File: src/design/assert_macros.svh
// assertion helpers, all clocked on aclk and quiet while aresetn is low
`ifndef ASSERT_MACROS_SVH
`define ASSERT_MACROS_SVH

// condition must hold at every edge
`define ASSERT_ALWAYS(label, cond, msg) \
    label: assert property (@(posedge aclk) disable iff (!aresetn) (cond)) else $error(msg);

// consequent in the same cycle as the antecedent
`define ASSERT_SAME(label, ante, cons, msg) \
    label: assert property (@(posedge aclk) disable iff (!aresetn) (ante) |-> (cons)) \
        else $error(msg);

// consequent in the cycle after the antecedent
`define ASSERT_NEXT(label, ante, cons, msg) \
    label: assert property (@(posedge aclk) disable iff (!aresetn) (ante) |=> (cons)) \
        else $error(msg);

`endif

File: src/design/tlst_pkg.sv
`default_nettype none

package tlst_pkg;

    localparam int FUNC_W   = 2;
    localparam int TAG_W    = 32;
    localparam int STAMP_W  = 63;
    localparam int COUNT_W  = 32;
    localparam int SUM_W    = 64;
    localparam int SLOT_W   = 4;
    localparam int STATUS_W = 2;

    localparam logic [STAMP_W-1:0] STAMP_ONES = 63'h7fff_ffff_ffff_ffff;

    // operation codes
    localparam logic [FUNC_W-1:0] FN_BEGIN = 2'd0;
    localparam logic [FUNC_W-1:0] FN_END   = 2'd1;
    localparam logic [FUNC_W-1:0] FN_READ  = 2'd2;
    localparam logic [FUNC_W-1:0] FN_CLEAR = 2'd3;

    // result status codes
    localparam logic [STATUS_W-1:0] ST_OK       = 2'd0;
    localparam logic [STATUS_W-1:0] ST_FULL     = 2'd1;
    localparam logic [STATUS_W-1:0] ST_NOTFOUND = 2'd2;

    // steps of the shared arithmetic unit
    localparam int STEP_W = 3;
    localparam logic [STEP_W-1:0] STEP_HOLD  = 3'd0;
    localparam logic [STEP_W-1:0] STEP_CALLS = 3'd1;
    localparam logic [STEP_W-1:0] STEP_DIFF  = 3'd2;
    localparam logic [STEP_W-1:0] STEP_LOW   = 3'd3;
    localparam logic [STEP_W-1:0] STEP_HIGH  = 3'd4;

    // one table entry
    typedef struct packed {
        logic [TAG_W-1:0]   tag;
        logic [STAMP_W-1:0] start;
        logic [COUNT_W-1:0] calls;
        logic [SUM_W-1:0]   sum;
        logic [STAMP_W-1:0] low0;
        logic [STAMP_W-1:0] low1;
        logic [STAMP_W-1:0] high0;
        logic [STAMP_W-1:0] high1;
    } tlst_rec_t;

    localparam tlst_rec_t REC_RESET = '{
        tag:   '0,
        start: '0,
        calls: '0,
        sum:   '0,
        low0:  STAMP_ONES,
        low1:  STAMP_ONES,
        high0: '0,
        high1: '0
    };

    // one result item
    typedef struct packed {
        logic [STATUS_W-1:0] status;
        logic [SLOT_W-1:0]   slot;
        logic                entry_valid;
        logic [TAG_W-1:0]    entry_tag;
        logic [COUNT_W-1:0]  call_count;
        logic [SUM_W-1:0]    total_time;
        logic [STAMP_W-1:0]  second_min;
        logic [STAMP_W-1:0]  second_max;
    } tlst_res_t;

endpackage

`default_nettype wire

File: src/design/tlst_stat_alu.sv
`default_nettype none

module tlst_stat_alu import tlst_pkg::*; (
    input  logic [STEP_W-1:0]  step,
    input  tlst_rec_t          rec_in,
    input  logic [STAMP_W-1:0] now,
    input  logic [STAMP_W-1:0] dur_in,
    output tlst_rec_t          rec_out,
    output logic [STAMP_W-1:0] dur_out
);

    logic [SUM_W-1:0] op_a;
    logic [SUM_W-1:0] op_b;
    logic             op_sub;
    logic [SUM_W-1:0] add_res;

    // operand selection for the single adder
    always_comb begin
        op_a   = '0;
        op_b   = '0;
        op_sub = 1'b0;
        case (step)
            STEP_CALLS: begin
                op_a = SUM_W'(rec_in.calls);
                op_b = SUM_W'(1'b1);
            end
            STEP_DIFF: begin
                op_a   = SUM_W'(now);
                op_b   = SUM_W'(rec_in.start);
                op_sub = 1'b1;
            end
            STEP_LOW: begin
                op_a = rec_in.sum;
                op_b = SUM_W'(dur_in);
            end
            default: begin
                op_a = '0;
            end
        endcase
    end

    assign add_res = op_a + (op_sub ? ~op_b : op_b) + SUM_W'(op_sub);

    // per-step update of the entry
    always_comb begin
        rec_out = rec_in;
        dur_out = dur_in;
        case (step)
            STEP_CALLS: begin
                rec_out.calls = add_res[COUNT_W-1:0];
                rec_out.start = now;
            end
            STEP_DIFF: begin
                // duration wraps modulo 2^63
                dur_out = add_res[STAMP_W-1:0];
            end
            STEP_LOW: begin
                rec_out.sum = add_res;
                if (dur_in <= rec_in.low1) begin
                    if (dur_in <= rec_in.low0) begin
                        rec_out.low1 = rec_in.low0;
                        rec_out.low0 = dur_in;
                    end else begin
                        rec_out.low1 = dur_in;
                    end
                end
            end
            STEP_HIGH: begin
                if (dur_in >= rec_in.high1) begin
                    if (dur_in >= rec_in.high0) begin
                        rec_out.high1 = rec_in.high0;
                        rec_out.high0 = dur_in;
                    end else begin
                        rec_out.high1 = dur_in;
                    end
                end
            end
            default: begin
                rec_out = rec_in;
            end
        endcase
    end

endmodule

`default_nettype wire

File: config.mk
export PLATFORM = sky130hd
export DESIGN_NAME = tlst_stat_alu
export DESIGN_NICKNAME = d
export VERILOG_FILES = /design/src/design/assert_macros.svh /design/src/design/tlst_pkg.sv /design/src/design/tlst_stat_alu.sv
export SDC_FILE = /design/constraint.sdc
export NUM_CORES = 1
export LEC_CHECK = 0
export ABC_AREA = 0
export ABC_CLOCK_PERIOD_IN_PS = 4750
export BUFFER_PORTS_ARGS = -buffer_cell sky130_fd_sc_hd__buf_2
export CAP_MARGIN = 5
export CORE_AREA = 2 2 422 424
export DETAILED_ROUTE_END_ITERATION = 7
export DIE_AREA = 0 0 424 426
export GPL_TIMING_DRIVEN = 0
export PLACE_DENSITY = 0.35
export SLEW_MARGIN = 20
export SYNTH_ARGS = -nofsm -noshare
export SYNTH_HDL_FRONTEND = slang
export SYNTH_SLANG_ARGS = --single-unit
File: constraint.sdc
create_clock -name vclk -period 4.75
set_input_delay 0.2375 -clock vclk [all_inputs]
set_output_delay 0.2375 -clock vclk [all_outputs]
set_load 0.005 [all_outputs]
# Word-level counts from Yosys, hierarchy flattened
# Index checks and enable logic that the tools add are counted.
# classes
eq_ne,4
bitwise,1
add_sub_neg,2
muxes,14
n_lt_le_gt_ge,4
# op_table
op,count
$mux W126,3
$mux W63,5
$pmux W64 S3,1
$mux W190,1
$pmux W63 S3,1
$ge A63 B63 Y1,2
$le A63 B63 Y1,2
$mux W95,1
$add A64 B1 Y64,1
$add A64 B64 Y64,1
$mux W64,1
$not A64 Y64,1
$eq A3 B2 Y1 const B,2
$eq A3 B1 Y1 const B,1
$eq A3 B3 Y1 const B,1
$mux W1,1
# word_totals
register_bits,0
output_inout_bits,506
in_bits,572
word_cells,25

# Logic depth before layout (Yosys ltp)
# Gate-level depths: netlist of run 1.
# logic_depth
depth_word,7
depth_mapped,20
ltp_nobuf,16

# Least setup slack after synthesis of run 1
# No wires, ideal clock.
# synth_path
path_kind,input port to output port
from,in step[2]
to,out dur_out[56]
slack_ns,0.585
t_required_ns,4.513
n_path_buf,3
stages,19
t_arrival_ns,3.927
path_cell_list,clkbuf_1 and2b_1 and2_1 clkbuf_1 clkbuf_1 nand2_1 o21ai_0 inv_1 fa_1 nand2b_1 a21oi_1 o211a_1 o21ai_0 and2_1 o31ai_2 o21ai_0 o21ai_1 mux2i_1 o22ai_1
# synth_via
elab_chain_len,7
elab_cells_between_ends,11
cone_classes,add/sub: 2; eq/ne: 3; mux: 5; bitwise: 1
# synth_rtl
element,line,text
from (decl),tlst_stat_alu.sv:4,"input logic [STEP_W-1:0] step,"
"$eq A3 B2 Y1, or another cell as far along",tlst_stat_alu.sv:22,case (step)
$pmux W63 S3,tlst_stat_alu.sv:22,
$not A64 Y64,tlst_stat_alu.sv:42,assign add_res = op_a + (op_sub ? ~op_b : op_b) + SUM_W'(op_sub);
$mux W64,tlst_stat_alu.sv:42,
$add A64 B64 Y64,tlst_stat_alu.sv:42,
$add A64 B1 Y64,tlst_stat_alu.sv:42,
$mux W63 (*),tlst_stat_alu.sv:48,case (step)
to (decl),tlst_stat_alu.sv:9,output logic [STAMP_W-1:0] dur_out
# Every way passes the cells marked *; elsewhere a longest branch is shown, timed or not.

# Final worst setup path of run 1
# layout_path
from,in step[0]
to,out dur_out[58]
# The elaborated chain is that of the path after synthesis.

==> Implementation_results.wiki, run 1 <==
{| class="wikitable"
! Metric !! Value
|-
| Upper clock frequency limit || 0.215 GHz
|-
| PnR worst setup slack || 0.0942 ns
|-
| Floorplan Core Area || 0.176 mm²
|-
| Most used cell, CP || sky130_fd_sc_hd__buf_4
|-
| Synth Net Count || 3888
|-
| RSZ-0062 raised after global routing || yes
|-
| Count of fill cells added during filler insertion || 20800
|-
| Number of vias in the routed layout || 28100
|-
| Critical Path, Cell by Cell || buf_2, or3b_4, clkbuf_16, clkbuf_16, clkbuf_2, o21ai_1, ha_2, nand4_1, nor3_4, nand2_1, a31oi_4, o31a_1, buf_4, o211ai_1, buf_4, a21oi_4, mux2i_1, o311ai_0, buf_4
|-
| Critical Path Source Type || input port
|-
| Proportion of layout cells with a drive suffix above 1 || 35.9%
|-
| DIE AREA || 0.181 mm²
|-
| First-pass GRT wire length || 259000 µm
|-
| Half-perimeter wire length after detailed placement || 180000 µm
|-
| Part of the Yosys area used for sequential elements || 0%
|-
| Max-slew violation count || 0
|-
| Total track usage || 21.1%
|-
| Number of buffer cells added on primary ports || 1045
|-
| Unique masters post-synth || 67
|-
| GP Congestion || 0.985
|-
| Maximum single-stage delay on the critical path || 0.42 ns
|-
| Setup Crit Path Kind || in -> out
|-
| WL/cell || 31.2 µm
|-
| Most common cell after layout, fill and taps aside || sky130_fd_sc_hd__buf_2
|-
| Category of cells accounting for the largest share of critical-path delay || buffers and inverters
|-
| Crit path buffers/inverters || 7
|-
| Count of yosys warnings during synthesis || 0
|-
| Detailed Routing Iterations Pass 1 || 5
|-
| Aggregate global routing overflow || 0
|-
| DR DRC count || 0
|-
| Summed instance area of the synthesized netlist || 0.0188 mm²
|-
| Final hold vios || 0
|-
| Post-route standard cell area excluding fillers || 0.0286 mm²
|-
| Count of clock-net buffers in the final layout || 0
|-
| Slew at the pin with the worst max-slew slack || 1.10 ns
|-
| Number of antenna-violating nets in the routed design || 0
|-
| Starting Density || 10.7%
|-
| Run status || completed
|-
| PwrDens || 113 mW/mm²
|-
| Crit path to || dur_out[58]
|-
| Total routed wirelength || 202000 µm
|-
| Iter 0 DRT Violations || 2299
|-
| Leak pwr || 0.0147 µW
|-
| Tightest slew margin relative to the limit || 26.6%
|-
| Max rail drop VDD || 43.7 µV
|-
| Arrival time worst endpoint || 4.42 ns
|-
| Worst-path fanout max || 11
|-
| Critical Path Stages || 19
|-
| Synthesized area per cell || 6.26 µm²
|-
| Share of the clock period used by the worst path after layout || 98.0%
|-
| P&R area growth vs syn || 52.0%
|-
| Final Net Count || 4963
|-
| Start point of the critical path || step[0]
|-
| Class of the tightest hold or removal check || in -> out
|-
| Initial antenna violation count || 75
|-
| Number of setup violations in the final report || 0
|-
| Number of global-route vias before repair || 27300
|-
| Via density per instance || 4.35
|-
| Crit. End Element || output port
|-
| Required time worst endpoint || 4.51 ns
|-
| Post-route minimum period || 4.66 ns
|-
| Rows || 154
|-
| Pre-CTS setup slack || -3.21 ns
|-
| Width of the die || 424 µm
|-
| Height of the chip || 426 µm
|-
| Slowest stage cell, crit path || sky130_fd_sc_hd__or3b_4
|-
| Pwr Total || 3240 µW
|-
| Cell area after placement || 0.0270 mm²
|-
| Number of sequential cells in the layout || 0
|-
| Hold_ws || 0.641 ns
|-
| MaxCap Viol Count || 0
|-
| Sum of negative setup slack || 0 ns
|-
| Number of I/O pins || 1078
|-
| Most frequent cells in the layout || 1062 x sky130_fd_sc_hd__buf_2, 536 x sky130_fd_sc_hd__nand2_1, 292 x sky130_fd_sc_hd__o21ai_0, 292 x sky130_fd_sc_hd__ha_1, 272 x sky130_fd_sc_hd__inv_1
|-
| Register area || 0 µm²
|-
| Number of cells produced by synthesis || 3001
|-
| Largest net degree at the start of global routing || 12
|}
[stage by stage]
step                      instances  util, %
final                          6462     16.3
after global routing           6440     16.2
after CTS                      6401     15.9
after detailed placement       6391     15.4
after global placement         6386     15.3
after floorplan                3001        -
[report_power, final]
part / internal [µW] / leakage (µW) / total (µW) / switching (µW)
Combinational: 1130 / 0.0147 / 3240 / 2100
Clock: 0.000935 / 0.000000314 / 0.000936 / 0
Sequential: 0 / 0 / 0 / 0
Total: 1130 / 0.0147 / 3240 / 2100
[cell type report]
type	instances	area, µm²	area share [%]
buffer	210	1300	4.55
timing repair buffer	1090	5650	19.8
multi-input combinational	2500	17500	61.4
inverter	274	1040	3.62
antenna	48	120	0.420
tap	2340	2930	10.2
[cells by family after synthesis]
kind of cell | Yosys count | share of synthesized area, %
AO/OA/AOI/OAI | 933 | 30.7
XOR/XNOR | 58 | 2.70
adder cells (fa/ha/maj) | 315 | 21.0
buffers and inverters | 501 | 11.2
multiplexers | 163 | 10.5
AND/OR/NAND/NOR | 1031 | 23.9
[worst min-delay path by stage]
stage | cells past startpoint | to | startpoint | slack, ns
after detailed placement | 2 | rec_out[425] | rec_in[425] | 0.64
after global placement | 2 | rec_out[439] | rec_in[439] | 0.64
after CTS | 2 | rec_out[425] | rec_in[425] | 0.64
final | 2 | rec_out[441] | rec_in[441] | 0.64
after floorplan | 1 | rec_out[315] | rec_in[315] | 0.53
after global routing | 2 | rec_out[442] | rec_in[442] | 0.64
[Yosys cell counts (all sizes together), types with 11 or more instances]
cell type  number  share of area (%)
mux2           96                6.9
o21bai         20               0.80
a21oi         209                5.6
a22oi          31                1.2
nand4          72                2.4
clkbuf        138                2.8
a211oi         12               0.48
buf            89                3.0
a22o           31                1.4
inv           274                5.5
o21ai         354                9.4
o21a           21               0.84
o211ai         11               0.47
nor3           27               0.72
xnor2          39                1.8
xor2           19               0.89
nor2b          12               0.44
ha            314                 21
nand3         160                4.3
o221ai         64                3.0
mux2i          67                3.6
a21o          126                5.0
nor2          164                3.3
nand2b         13               0.43
nand2         540                 11
[metal layers]
layer / vias to the layer above / global-route usage (%) / share of wire, %
met5: - / 0 / 0.024
met4: 8 / 5.78 / 2.9
met3: 168 / 3.80 / 6.9
met2: 1211 / 36.5 / 49
met1: 13900 / 26.5 / 42
li1: 12900 / - / -
[timing repair]
action                     in CTS  in global routing
setup endpoints to repair     400                110
pin swaps                      29                 21
hold buffers                    0                  0
resized for setup             258                104
buffers inserted               27                 12
No activity file was read; power rests on OpenSTA's default activity.
==> run 2, diff against run 1 <==
GPL_TIMING_DRIVEN = unset   (was 0)
SETUP_SLACK_MARGIN = 0.15   (was unset)
==> Implementation_results.wiki, run 2 (synthesized netlist as in run 1, its figures left out) <==
{| class="wikitable"
! Metric !! Value
|-
| First-pass GRT wire length || 238000 µm (-8.0%)
|-
| GP Congestion || 0.965 (-2.0%)
|-
| Number of antenna-violating nets in the routed design || 0 (unchanged)
|-
| Class of the tightest hold or removal check || in -> out
|-
| Max rail drop VDD || 47.6 µV (+8.8%)
|-
| P&R area growth vs syn || 52.7%
|-
| Iter 0 DRT Violations || 2059 (-10%)
|-
| Post-route minimum period || 4.51 ns (-0.149 ns)
|-
| Total routed wirelength || 185000 µm (-8.5%)
|-
| Pwr Total || 3150 µW (-2.7%)
|-
| Most common cell after layout, fill and taps aside || sky130_fd_sc_hd__buf_2
|-
| Starting Density || 10.7% (unchanged)
|-
| Final cell count without fillers || 6470 (+0.12%)
|-
| Total track usage || 19.1% (-1.9 points)
|-
| Max-slew violation count || 0 (unchanged)
|-
| Width of the die || 424 µm (unchanged)
|-
| Total placed cells including tap cells || 6392 (+0.016%)
|-
| MaxCap Viol Count || 0 (unchanged)
|-
| Slew at the pin with the worst max-slew slack || 1.02 ns (-0.0844 ns)
|-
| Final Net Count || 4958 (-0.10%)
|-
| Most frequent cells in the layout || 1012 x sky130_fd_sc_hd__buf_2, 536 x sky130_fd_sc_hd__nand2_1, 323 x sky130_fd_sc_hd__o21ai_0
|-
| Tightest slew margin relative to the limit || 32.2% (+5.6 points)
|-
| RSZ-0062 raised after global routing || yes
|-
| Via density per instance || 4.26 (-2.2%)
|-
| PwrDens || 110 mW/mm² (-3.1%)
|-
| Number of vias in the routed layout || 27600 (-2.0%)
|-
| Register area || 0 µm² (unchanged)
|-
| Share of the clock period used by the worst path after layout || 94.9% (-3.1 points)
|-
| Number of setup violations in the final report || 0 (unchanged)
|-
| Arrival time worst endpoint || 4.27 ns (-0.15 ns)
|-
| Count of fill cells added during filler insertion || 20700 (-0.043%)
|-
| Number of I/O pins || 1078 (unchanged)
|-
| Crit. End Element || output port
|-
| Height of the chip || 426 µm (unchanged)
|-
| Proportion of layout cells with a drive suffix above 1 || 36.1% (+0.17 points)
|-
| Number of global-route vias before repair || 26400 (-3.4%)
|-
| Final hold vios || 0 (unchanged)
|-
| Setup Crit Path Kind || in -> out
|-
| Detailed Routing Iterations Pass 1 || 5 (unchanged)
|-
| Critical Path Source Type || input port
|-
| Number of sequential cells in the layout || 0 (unchanged)
|-
| PnR worst setup slack || 0.243 ns (+0.149 ns)
|-
| Aggregate global routing overflow || 0 (unchanged)
|-
| Floorplan Core Area || 0.176 mm² (unchanged)
|-
| Count of clock-net buffers in the final layout || 0 (unchanged)
|-
| Initial antenna violation count || 95 (+27%)
|-
| Leak pwr || 0.0150 µW (+1.7%)
|-
| Largest net degree at the start of global routing || 83 (+71)
|-
| Hold buffer count at cts || 0 (unchanged)
|-
| DR DRC count || 0 (unchanged)
|-
| Half-perimeter wire length after detailed placement || 165000 µm (-8.1%)
|-
| Upper clock frequency limit || 0.222 GHz (+3.3%)
|-
| Rows || 154 (unchanged)
|-
| Required time worst endpoint || 4.51 ns (about the same)
|-
| DIE AREA || 0.181 mm² (unchanged)
|-
| Pre-CTS setup slack || -0.384 ns (+2.83 ns)
|-
| Number of buffer cells added on primary ports || 1014 (-3.0%)
|-
| Worst-path fanout max || 65 (+54)
|-
| Run status || completed
|-
| WL/cell || 28.5 µm (-8.6%)
|}
-- run 2: worst paths after layout --
path,startpoint,endpoint,cells past startpoint
setup / recovery,dur_in[8],rec_out[131],16
hold / removal,rec_in[412],rec_out[412],0
-- run 2: power by group --
part	switching, µW	internal, µW
logic	1950	1200
registers	0	0
clock network	0	0.00166
total	1950	1200
-- run 2: layout make-up --
cell class                 count  area, µm²  area share [%]
inverter                     274       1030            3.58
timing repair buffer        1295       7480            26.1
tap                         2340       2930            10.2
antenna                       61        153           0.532
multi-input combinational   2500      17100            59.6
-- run 2: worst max-delay path: stages --
cell and delay, ns:
sky130_fd_sc_hd__buf_2 0.32, sky130_fd_sc_hd__buf_4 0.22, sky130_fd_sc_hd__ha_1 0.24, sky130_fd_sc_hd__a21o_1 0.16, sky130_fd_sc_hd__a21oi_1 0.16, sky130_fd_sc_hd__nor2b_1 0.06, sky130_fd_sc_hd__o21ai_0 0.40, sky130_fd_sc_hd__o211ai_1 0.29
sky130_fd_sc_hd__a211o_1 0.41, sky130_fd_sc_hd__o21a_1 0.26, sky130_fd_sc_hd__o21ai_4 0.24, sky130_fd_sc_hd__buf_12 0.21, sky130_fd_sc_hd__buf_12 0.28, sky130_fd_sc_hd__nand2_1 0.09, sky130_fd_sc_hd__o221ai_1 0.39, sky130_fd_sc_hd__buf_2 0.23
-- run 2: stage by stage --
stage / setup TNS (ns) / utilization, % / hold WS, ns / instance area (µm²)
global placement: -5.63 / 15.9 / 0.475 / 28000
CTS: 0 / 16.0 / 0.475 / 28200
floorplan: 0 / - / 0.535 / 18800
finish: 0 / 16.3 / 0.475 / 28700
detailed placement: -4.89 / 15.9 / 0.475 / 28000
global route: 0 / 16.3 / 0.475 / 28700
-- run 2: layer usage --
metal	vias up	routed length [µm]	GRT usage (%)
met2	1016	87000	31.8
met5	-	65	0
li1	12900	-	-
met4	10	6080	6.32
met3	205	12500	4.11
met1	13500	78900	24.3
-- run 2: timing repair --
item | in CTS | in global routing
setup buffers | 2 | 13
setup endpoints to repair | 60 | 122
pin swaps | 5 | 21
cloned | 0 | 2
resized for setup | 33 | 68
